[src/hdl/pcd_pkg.sv]
// Shared types, codes and constants for the PNG chunk deframer.
`default_nettype none
package pcd_pkg;

   localparam logic [2:0] ROLE_SIG     = 3'd0;
   localparam logic [2:0] ROLE_LEN     = 3'd1;
   localparam logic [2:0] ROLE_TYPE    = 3'd2;
   localparam logic [2:0] ROLE_DATA    = 3'd3;
   localparam logic [2:0] ROLE_CRC     = 3'd4;
   localparam logic [2:0] ROLE_IGNORED = 3'd5;

   localparam logic [1:0] STATUS_OK       = 2'd0;
   localparam logic [1:0] STATUS_BAD_SIG  = 2'd1;
   localparam logic [1:0] STATUS_BAD_END  = 2'd2;

   localparam logic [31:0] IEND_TYPE = 32'h4945_4e44;

   typedef struct packed {
      logic [2:0]  byte_role;
      logic [7:0]  data_byte;
      logic [31:0] chunk_length;
      logic [31:0] chunk_type;
      logic [31:0] chunk_crc;
      logic        chunk_done;
      logic        stream_done;
      logic [1:0]  status;
   } result_type;

   function automatic logic [7:0] sig_byte(input logic [2:0] idx);
      logic [7:0] val;
      case (idx)
         3'd0:    val = 8'h89;
         3'd1:    val = 8'h50;
         3'd2:    val = 8'h4e;
         3'd3:    val = 8'h47;
         3'd4:    val = 8'h0d;
         3'd5:    val = 8'h0a;
         3'd6:    val = 8'h1a;
         3'd7:    val = 8'h0a;
         default: val = 8'h00;
      endcase
      return val;
   endfunction

endpackage
`default_nettype wire

[src/hdl/pcd_ifs.sv]
// Request and response channel interfaces of the PNG chunk deframer.
`default_nettype none
interface pcd_req_if;
   logic       valid;
   logic       ready;
   logic [7:0] byte_value;

   modport source (output valid, output byte_value, input ready);
   modport sink (input valid, input byte_value, output ready);
endinterface

interface pcd_rsp_if;
   logic        valid;
   logic        ready;
   logic [2:0]  byte_role;
   logic [7:0]  data_byte;
   logic [31:0] chunk_length;
   logic [31:0] chunk_type;
   logic [31:0] chunk_crc;
   logic        chunk_done;
   logic        stream_done;
   logic [1:0]  status;

   modport source (output valid, output byte_role, output data_byte, output chunk_length,
                   output chunk_type, output chunk_crc, output chunk_done,
                   output stream_done, output status, input ready);
   modport sink (input valid, input byte_role, input data_byte, input chunk_length,
                 input chunk_type, input chunk_crc, input chunk_done,
                 input stream_done, input status, output ready);
endinterface
`default_nettype wire

[src/hdl/pcd_parser.sv]
// Chunk framing state machine: labels one byte per step and assembles fields.
`default_nettype none
module pcd_parser import pcd_pkg::*; (
   input  wire logic       clock,
   input  wire logic       reset,
   input  wire logic       step,
   input  wire logic [7:0] byte_value,
   output result_type      result
);

   typedef enum logic [2:0] {
      PH_SIG, PH_LEN, PH_TYPE, PH_DATA, PH_CRC, PH_HALT
   } phase_type;

   phase_type   phase_ff, phase_in;
   logic [31:0] count_ff, count_in;
   logic [31:0] count_inc;
   logic [31:0] len_ff, len_in;
   logic [31:0] typ_ff, typ_in;
   logic [31:0] crc_ff, crc_in;
   logic        end_ff, end_in;
   logic [1:0]  err_ff, err_in;
   logic [2:0]  role;
   logic        cdone;
   logic        new_chunk;

   assign count_inc = count_ff + 32'd1;

   always_comb begin
      phase_in = phase_ff;
      count_in = count_ff;
      len_in   = len_ff;
      typ_in   = typ_ff;
      crc_in   = crc_ff;
      end_in   = end_ff;
      err_in   = err_ff;
      role     = ROLE_IGNORED;
      cdone    = 1'b0;
      case (phase_ff)
         PH_SIG: begin
            role = ROLE_SIG;
            if (byte_value != sig_byte(count_ff[2:0])) begin
               err_in   = STATUS_BAD_SIG;
               phase_in = PH_HALT;
               count_in = '0;
            end else if (count_ff[2:0] == 3'd7) begin
               phase_in = PH_LEN;
               count_in = '0;
            end else begin
               count_in = count_inc;
            end
         end
         PH_LEN: begin
            role   = ROLE_LEN;
            len_in = {len_ff[23:0], byte_value};
            if (count_ff[1:0] == 2'd3) begin
               if (len_in == '0) begin
                  end_in = 1'b1;
               end
               phase_in = PH_TYPE;
               count_in = '0;
            end else begin
               count_in = count_inc;
            end
         end
         PH_TYPE: begin
            role   = ROLE_TYPE;
            typ_in = {typ_ff[23:0], byte_value};
            if (count_ff[1:0] == 2'd3) begin
               count_in = '0;
               if (end_ff && typ_in != IEND_TYPE) begin
                  err_in   = STATUS_BAD_END;
                  phase_in = PH_HALT;
               end else if (len_ff == '0) begin
                  phase_in = PH_CRC;
               end else begin
                  phase_in = PH_DATA;
               end
            end else begin
               count_in = count_inc;
            end
         end
         PH_DATA: begin
            role = ROLE_DATA;
            if (count_inc == len_ff) begin
               phase_in = PH_CRC;
               count_in = '0;
            end else begin
               count_in = count_inc;
            end
         end
         PH_CRC: begin
            role   = ROLE_CRC;
            crc_in = {crc_ff[23:0], byte_value};
            if (count_ff[1:0] == 2'd3) begin
               cdone    = 1'b1;
               count_in = '0;
               phase_in = end_ff ? PH_HALT : PH_LEN;
            end else begin
               count_in = count_inc;
            end
         end
         default: begin
            role = ROLE_IGNORED;
         end
      endcase
   end

   assign new_chunk = cdone && !end_ff;

   always_comb begin
      result.byte_role    = role;
      result.data_byte    = byte_value;
      result.chunk_length = len_in;
      result.chunk_type   = typ_in;
      result.chunk_crc    = crc_in;
      result.chunk_done   = cdone;
      result.stream_done  = (phase_in == PH_HALT) && (err_in == STATUS_OK) && end_in;
      result.status       = err_in;
   end

   always_ff @(posedge clock) begin
      if (reset) begin
         phase_ff <= PH_SIG;
         count_ff <= '0;
         len_ff   <= '0;
         typ_ff   <= '0;
         crc_ff   <= '0;
         end_ff   <= 1'b0;
         err_ff   <= STATUS_OK;
      end else if (step) begin
         phase_ff <= phase_in;
         count_ff <= count_in;
         len_ff   <= new_chunk ? '0 : len_in;
         typ_ff   <= new_chunk ? '0 : typ_in;
         crc_ff   <= new_chunk ? '0 : crc_in;
         end_ff   <= end_in;
         err_ff   <= err_in;
      end
   end

   a_err_sticky: assert property (@(posedge clock) disable iff (reset)
      err_ff != STATUS_OK |=> err_ff == $past(err_ff))
      else $error("error code changed after being raised");

   a_end_sticky: assert property (@(posedge clock) disable iff (reset)
      end_ff |=> end_ff)
      else $error("end marker cleared");

   a_done_on_crc: assert property (@(posedge clock) disable iff (reset)
      step && cdone |-> phase_ff == PH_CRC && count_ff[1:0] == 2'd3)
      else $error("chunk done outside last CRC byte");

   a_halt_coded: assert property (@(posedge clock) disable iff (reset)
      phase_ff == PH_HALT |-> end_ff || err_ff != STATUS_OK)
      else $error("halted without end or error");

endmodule
`default_nettype wire

[src/hdl/png_chunk_deframer.sv]
// PNG chunk deframer top level: request register, parser and response register.
// Usage:
//   req_chan carries one file byte per request (byte_value); rsp_chan returns one
//   response per byte with its role, the pass-through byte, the length, type and CRC
//   assembled so far, chunk_done, stream_done and status.
//   Requests are taken at the edge where valid and ready are both high.
// Path: a byte accepted into the request register goes through the parser step
//   into the response register, from which it is presented on rsp_chan.
// Throughput: one byte per clock cycle, sustained while rsp_chan.ready stays high,
//   set by the combinational parser step between the two registers.
// Reset: synchronous, active high; the parser returns to the signature check,
//   all fields clear, and both registers empty.
// Stall: while rsp_chan.ready is low the response holds; one more byte is still
//   taken into the request register, after which req_chan.ready drops until the
//   response is taken. No byte is lost or repeated.
// After a bad signature or a zero-length chunk that is not IEND, status holds
//   the error and every later byte is reported as ignored.
`default_nettype none
module png_chunk_deframer import pcd_pkg::*; (
   input  wire logic clock,
   input  wire logic reset,
   pcd_req_if.sink   req_chan,
   pcd_rsp_if.source rsp_chan
);

   logic       in_valid_ff;
   logic [7:0] in_byte_ff;
   logic       out_valid_ff;
   result_type out_ff;
   result_type parse_result;
   logic       advance;
   logic       step;

   assign advance        = !out_valid_ff || rsp_chan.ready;
   assign req_chan.ready = !in_valid_ff || advance;
   assign step           = in_valid_ff && advance;

   pcd_parser u_parser (
      .clock      (clock),
      .reset      (reset),
      .step       (step),
      .byte_value (in_byte_ff),
      .result     (parse_result)
   );

   always_ff @(posedge clock) begin
      if (reset) begin
         in_valid_ff  <= 1'b0;
         out_valid_ff <= 1'b0;
      end else begin
         if (req_chan.ready) begin
            in_valid_ff <= req_chan.valid;
         end
         if (advance) begin
            out_valid_ff <= in_valid_ff;
         end
      end
   end

   always_ff @(posedge clock) begin
      if (req_chan.ready) begin
         in_byte_ff <= req_chan.byte_value;
      end
      if (step) begin
         out_ff <= parse_result;
      end
   end

   assign rsp_chan.valid        = out_valid_ff;
   assign rsp_chan.byte_role    = out_ff.byte_role;
   assign rsp_chan.data_byte    = out_ff.data_byte;
   assign rsp_chan.chunk_length = out_ff.chunk_length;
   assign rsp_chan.chunk_type   = out_ff.chunk_type;
   assign rsp_chan.chunk_crc    = out_ff.chunk_crc;
   assign rsp_chan.chunk_done   = out_ff.chunk_done;
   assign rsp_chan.stream_done  = out_ff.stream_done;
   assign rsp_chan.status       = out_ff.status;

   a_in_held: assert property (@(posedge clock) disable iff (reset)
      in_valid_ff && !advance |=> in_valid_ff && $stable(in_byte_ff))
      else $error("pending request dropped while stalled");

   a_done_ok: assert property (@(posedge clock) disable iff (reset)
      out_valid_ff && out_ff.stream_done |-> out_ff.status == STATUS_OK)
      else $error("stream done together with an error");

endmodule
`default_nettype wire

[src/flat_wrapper.sv]
// flat-port wrapper written by rule: the top's interface ports become plain ports
module png_chunk_deframer_flat import pcd_pkg::*;
  (clock, reset, req_chan_valid, req_chan_byte_value, req_chan_ready, rsp_chan_valid, rsp_chan_byte_role, rsp_chan_data_byte, rsp_chan_chunk_length, rsp_chan_chunk_type, rsp_chan_chunk_crc, rsp_chan_chunk_done, rsp_chan_stream_done, rsp_chan_status, rsp_chan_ready);
  pcd_req_if req_chan_i ();
  pcd_rsp_if rsp_chan_i ();
  input  wire logic clock;
  input  wire logic reset;
  input wire logic [$bits(req_chan_i.valid)-1:0] req_chan_valid;
  input wire logic [$bits(req_chan_i.byte_value)-1:0] req_chan_byte_value;
  output wire logic [$bits(req_chan_i.ready)-1:0] req_chan_ready;
  output wire logic [$bits(rsp_chan_i.valid)-1:0] rsp_chan_valid;
  output wire logic [$bits(rsp_chan_i.byte_role)-1:0] rsp_chan_byte_role;
  output wire logic [$bits(rsp_chan_i.data_byte)-1:0] rsp_chan_data_byte;
  output wire logic [$bits(rsp_chan_i.chunk_length)-1:0] rsp_chan_chunk_length;
  output wire logic [$bits(rsp_chan_i.chunk_type)-1:0] rsp_chan_chunk_type;
  output wire logic [$bits(rsp_chan_i.chunk_crc)-1:0] rsp_chan_chunk_crc;
  output wire logic [$bits(rsp_chan_i.chunk_done)-1:0] rsp_chan_chunk_done;
  output wire logic [$bits(rsp_chan_i.stream_done)-1:0] rsp_chan_stream_done;
  output wire logic [$bits(rsp_chan_i.status)-1:0] rsp_chan_status;
  input wire logic [$bits(rsp_chan_i.ready)-1:0] rsp_chan_ready;
  assign req_chan_i.valid = req_chan_valid;
  assign req_chan_i.byte_value = req_chan_byte_value;
  assign req_chan_ready = req_chan_i.ready;
  assign rsp_chan_valid = rsp_chan_i.valid;
  assign rsp_chan_byte_role = rsp_chan_i.byte_role;
  assign rsp_chan_data_byte = rsp_chan_i.data_byte;
  assign rsp_chan_chunk_length = rsp_chan_i.chunk_length;
  assign rsp_chan_chunk_type = rsp_chan_i.chunk_type;
  assign rsp_chan_chunk_crc = rsp_chan_i.chunk_crc;
  assign rsp_chan_chunk_done = rsp_chan_i.chunk_done;
  assign rsp_chan_stream_done = rsp_chan_i.stream_done;
  assign rsp_chan_status = rsp_chan_i.status;
  assign rsp_chan_i.ready = rsp_chan_ready;
  png_chunk_deframer u_core (.clock(clock), .reset(reset), .req_chan(req_chan_i), .rsp_chan(rsp_chan_i));
endmodule
[config.mk]
export PLATFORM = sky130hd
export DESIGN_NAME = png_chunk_deframer_flat
export DESIGN_NICKNAME = d
export VERILOG_FILES = /design/src/hdl/pcd_pkg.sv /design/src/hdl/pcd_ifs.sv /design/src/hdl/pcd_parser.sv /design/src/hdl/png_chunk_deframer.sv /design/src/flat_wrapper.sv
export SDC_FILE = /design/constraint.sdc
export NUM_CORES = 1
export LEC_CHECK = 0
export ABC_AREA = 1
export BUFFER_PORTS_ARGS = -buffer_cell sky130_fd_sc_hd__buf_4
export CORE_ASPECT_RATIO = 1.2
export CORE_UTILIZATION = 57
export DETAILED_ROUTE_END_ITERATION = 7
export PLACE_DENSITY = 0.75
export SYNTH_ARGS = -nofsm -noshare
export SYNTH_HDL_FRONTEND = slang
export SYNTH_SLANG_ARGS = --single-unit
export TNS_END_PERCENT = 5
[constraint.sdc]
create_clock -name clock -period 7.15 [get_ports clock]
set_input_delay 0.3575 -clock clock [delete_from_list [all_inputs] [get_ports clock]]
set_output_delay 0.3575 -clock clock [all_outputs]
set_load 0.005 [all_outputs]
Word level (Yosys, flattened, before mapping)
Memories as Yosys holds them, arrays and structs flattened. A register that Yosys moved wholly into a read port is not among the register bits. Index checks and enable logic that the tools add are counted.

Add/sub/neg operators: 1. Mux-type cells: 34. Equal/unequal tests: 10. Reductions and logical operators: 17.

Operators by type and width (number): two-way mux 32 bit (10); case mux 32 bit (3 select lines) (1); zero test 32 bit (2); two-way mux 3 bit (11); adder 32 x 1 -> 32 bit (second input constant) (1); equality test 32 bit (1); inequality test 32 x 31 -> 1 bit (second input constant) (1); case mux 3 bit (5 select lines) (2); equality test 3 bit (second input constant) (3); two-way mux 8 bit (1); inequality test 8 bit (1); equality test 3 x 2 -> 1 bit (second input constant) (2); two-way mux 2 bit (3); logical AND 1 bit (5); two-way mux 1 bit (5); case mux 2 bit (2 select lines) (1); equality test 3 x 1 -> 1 bit (second input constant) (1); zero test 1 bit (3); zero test 3 bit (1); nonzero test 3 bit (1); OR reduction 3 bit (1); equality test 2 bit (second input constant) (1); zero test 2 bit (1); logical OR 1 bit (2); AND reduction 2 bit (1).

Memory bits (read-only): 56. Memories: 1. Flip-flop bits (word level): 255. Input port bits: 12. Logic and storage cells: 81. Output and inout bits: 113.

Memories: (no name shown) (words 8, width 7, rd ports 1, clocked after memory_dff 1, wr ports 0, line pcd_pkg.sv:31) `case (idx)`.

Logic depth before layout (Yosys ltp)
Word-level depth: 8. Depth in mapped cells: 23. Mapped depth without buffers: 23.

Modules after synthesis
From an unflattened synthesis, not the netlist that was laid out.

Cell total of the unflattened synthesis: 1607. Area total of the unflattened synthesis: 12355.6 sq um.

Modules (own cells, without submodules): pcd_parser (cells an instance 1478, area an instance 8698.3 sq um, times used 1); png_chunk_deframer (cells an instance 129, area an instance 3657.3 sq um, times used 1).

Worst setup path before layout
No wires, ideal clock.

Kind: in2reg. Start: in rsp_chan_ready. End: reg u_core.u_parser.err_ff[0]. Stages: 7. Slack: 3654 ps. Library setup time: 106 ps. Path buffers: 1. Arrival time: 3390 ps. Cell sequence: inv_1 > nand2_1 > nand2_1 > clkbuf_1 > inv_1 > o21ai_0 > a21oi_1.

Longest elaborated chain between the ends: 2.

RTL lines: start: declaration (line flat_wrapper.sv:20) `input wire logic [$bits(rsp_chan_i.ready)-1:0] rsp_chan_ready;`; logical OR 1 bit (line png_chunk_deframer.sv:34) `assign advance = !out_valid_ff || rsp_chan.ready;`; logical AND 1 bit (line png_chunk_deframer.sv:36) `assign step = in_valid_ff && advance;`; via u_core.step (line png_chunk_deframer.sv:32) `logic step;`; end signal: assignment (line pcd_parser.sv:138) `err_ff <= err_in;`; end: declaration (line pcd_parser.sv:22) `logic [1:0] err_ff, err_in;`.

The timed path passes the listed nets, and every way through them passes these cells. A chain may end at the register's enable or synchronous reset.

==> impl_metrics.py <==
metrics = {
    "power": {
        "internal_power_uw": 2590,
        "p_sw_uw": 824,
        "p_per_area_mw_per_mm2": 230,
        "vdd_drop_max_v": 0.000162,
        "power_leakage_uw": 0.00613,
        "swShare_pct": 24.1,
        "p_clk_share_pct": 43.6,
        "pwr-share-comb_pct": 8.4,
        "seqPwrFrac_pct": 48.1,
    },
    "clock_tree": {
        "postCtsSetupRepairBufs": 0,
        "ctsResizeCount": 0,
        "clk_latency_ns": 0.53,
        "clockBufferDepth": 3,
        "clock-sinks": 262,
        "cts_tree": "built",
        "hold_buffers": 7,
        "cts_root_buf": "clkbuf_16",
        "htreeDepth": 1,
        "numCtsBuffers": 27,
        "clkTransAtPathRegs_ns": 0.06,
    },
    "die": {
        "core_mm2": 0.0218,
        "dieArea_mm2": 0.0228,
        "fp.dieH_um": 165,
        "dieWidth_um": 138,
        "ios": 125,
        "rows": 59,
        "start_util_pct": 58.2,
    },
    "route": {
        "first_pass_iters": 8,
        "avgViaCountPerCell": 5.64,
        "ant_nets": 0,
        "drt_drc_violations_left": 36,
        "wire_per_inst_um": 18.0,
        "first_iter_violations": 1073,
        "num_vias": 11700,
        "finalWirelength_um": 37300,
    },
    "run_status": {
        "status": "finished, violations left",
        "failed_checks": "DRC",
    },
    "synth": {
        "synth.distinct_cells": 40,
        "netlist_top_cells_count": "635 x nand2_1, 149 x inv_1, 143 x dfxtp_1, 139 x a21oi_1, 119 x edfxtp_1",
        "syn_nets": 1698,
        "synth.most_common_cell": "nand2_1",
        "yosys.area.top_type": "edfxtp_1",
        "synth_flop_cell": "dfxtp_1",
        "async_flop_share_pct": 0,
        "yosysTopAreaCellShare_pct": 28.2,
        "synth.avg_cell_area_um2": 7.55,
        "ys_seq_area_share_pct": 50.8,
        "netlist_area_mm2": 0.0127,
        "ys_warn_count": 0,
        "synth_edf_count": 119,
        "postSynthCellCount": 1679,
        "ys_ff_latch": 262,
        "ys_top_cells_by_area": "edfxtp_1 28%, dfxtp_1 23%, nand2_1 19%",
    },
    "timing": {
        "finalHoldViolCount": 0,
        "setup_tns_ns": 0,
        "slew_viol_final": 0,
        "clock_skew_ns": 0.0135,
        "holdWs_ns": 0.132,
        "rsz0062_at_grt": "false",
        "period_share_pct": 56.4,
        "relSlewSlack_pct": 17.9,
        "fmaxAchievable_mhz": 248,
        "min_period_ns": 4.03,
        "worst_pin_slew_ns": 1.23,
        "setup_violations": 0,
    },
    "worst_setup_path": {
        "cp.arrival_ns": 4.49,
        "crit_type": "reg2reg",
        "cp-startpoint": "u_core.u_parser.phase_ff[1]",
        "start_kind": "flip-flop",
        "end_kind": "flip-flop",
        "r2r-start": "u_core.u_parser.phase_ff[1]",
        "cp_data_required_time_ns": 7.60,
        "cp_max_fo": 52,
    },
    "grt": {
        "antenna_found_initial": 0,
        "grtUsageTotal_pct": 32.2,
        "grt_use_met1_pct": 38.3,
        "top_usage_layer": "met2",
        "met3_usage_pct": 3.69,
        "grtUsageMet2_pct": 57.4,
        "grt-ovfl-total": 0,
        "grt_max_degree": 77,
        "grt_pass1_vias": 10800,
        "grt_pass1_wl_um": 57000,
    },
    "min_path": {
        "hold_path_class": "in2reg",
        "hold_path.startpoint": "req_chan_valid",
    },
    "final_layout": {
        "area_delta_synth_final_pct": 16.9,
        "fillerInstances": 1816,
        "insertedDiodeCount": 0,
        "utilization_pct": 68.0,
        "drive_gt1_share_pct": 12.0,
        "nets": 1801,
    },
    "placed_design": {
        "portBuffers": 124,
        "gp_congestion": 0.975,
        "dp_hpwl_um": 26900,
    },
    "run": {
        "maxCapViolCount": 0,
    },
}
state kept, by name (all words and copies together), names as in the netlist, 8 cells and up, named ones only:
register,cells
u_core.in_byte_ff,8
u_core.rsp_chan.chunk_crc,32
u_core.rsp_chan.chunk_length,32
u_core.rsp_chan.chunk_type,32
u_core.rsp_chan.data_byte,8
u_core.u_parser.count_ff,32
u_core.u_parser.crc_ff,32
u_core.u_parser.len_ff,32
u_core.u_parser.typ_ff,32
final cells by class:
class	count	area, um^2	area share, %
Multi-Input combinational cell	1197	5430	36.7
Inverter	153	577	3.89
Timing Repair Buffer	141	1080	7.28
Clock buffer	31	743	5.02
Clock inverter	18	206	1.39
Sequential cell	262	6440	43.4
Tap cell	274	343	2.31
logic make-up (layout without fill, tap and decap cells):
family | after synthesis | count (layout) | share of synthesized area [%]
flops | 262 | 262 | 50.8
simple gates | 933 | 933 | 31.3
fa+ha+maj | 7 | 7 | 0.691
buf+inv | 220 | 343 | 6.59
compound gates | 248 | 248 | 10.1
xor+xnor | 9 | 9 | 0.622
power by group through the flow:
stage / Combinational, uW / Clock, uW / Sequential [uW]
final: 286 / 1490 / 1640
after global routing: 311 / 1560 / 1640
after CTS: 283 / 1500 / 1640
after detailed placement: 279 / 0 / 1670
after global placement: 276 / 0 / 1670
after floorplan: 174 / 0 / 1670
path summary, 6_finish.rpt:
| check | to | cells after the start | slack (ns) |
|---|---|---|---|
| hold reg to reg | u_core.u_parser.crc_ff[31] | 2 | 0.47 |
| setup reg to reg | u_core.u_parser.typ_ff[21] | 10 | 3.12 |
| setup / recovery | u_core.u_parser.typ_ff[21] | 10 | 3.12 |
| hold / removal | u_core.in_valid_ff | 3 | 0.13 |
layer usage:
| layer | vias to the layer above | part of all wire (%) |
|---|---|---|
| met3 | 109 | 6.8 |
| met5 | - | 0 |
| met4 | 0 | 5.3 |
| li1 | 5699 | - |
| met2 | 497 | 49 |
| met1 | 5408 | 39 |
cell usage in the layout, fill, tap and decap left out, types with 3 or more instances in the layout:
| master | count |
|---|---|
| nand3b_1 | 4 |
| nor2_4 | 5 |
| nand4_1 | 39 |
| and2_1 | 3 |
| dfxtp_1 | 143 |
| nand2_2 | 8 |
| bufinv_16 | 4 |
| buf_4 | 133 |
| nor2_1 | 99 |
| clkinv_4 | 3 |
| clkinv_1 | 4 |
| nor2_2 | 7 |
| edfxtp_1 | 119 |
| nand3_1 | 101 |
| dlygate4sd3_1 | 8 |
| nand2_4 | 6 |
| o21ai_0 | 91 |
| xor2_1 | 7 |
| nor3_1 | 8 |
| o22ai_1 | 7 |
| nand3_2 | 4 |
| inv_2 | 3 |
| ha_1 | 7 |
| nand2_1 | 634 |
| clkbuf_16 | 29 |
| nor4_1 | 8 |
| a21oi_1 | 138 |
| clkinv_2 | 5 |
| inv_1 | 148 |
through the flow:
stage          total power, uW  cell area, um^2  instances  worst slack, ns
2_1_floorplan             1840            12700       1679             3.65
3_3_place_gp              1950            13800       2019             3.29
3_5_place_dp              1950            13800       2019             3.19
4_1_cts                   3420            14800       2075             3.15
5_1_grt                   3510            14800       2076             2.76
6_report                  3410            14800       2076             3.12
worst max-delay path: stages (launching register included):
cell and delay (ns):
dfxtp_1 0.45, nor2_1 0.08, inv_1 0.12, nor2_1 0.06
buf_4 0.22, inv_1 0.82, nor2_1 0.24, a21oi_4 1.02
buf_4 0.62, nand2_1 0.12, a21oi_1 0.16
Power figures use the tool's default switching activity.
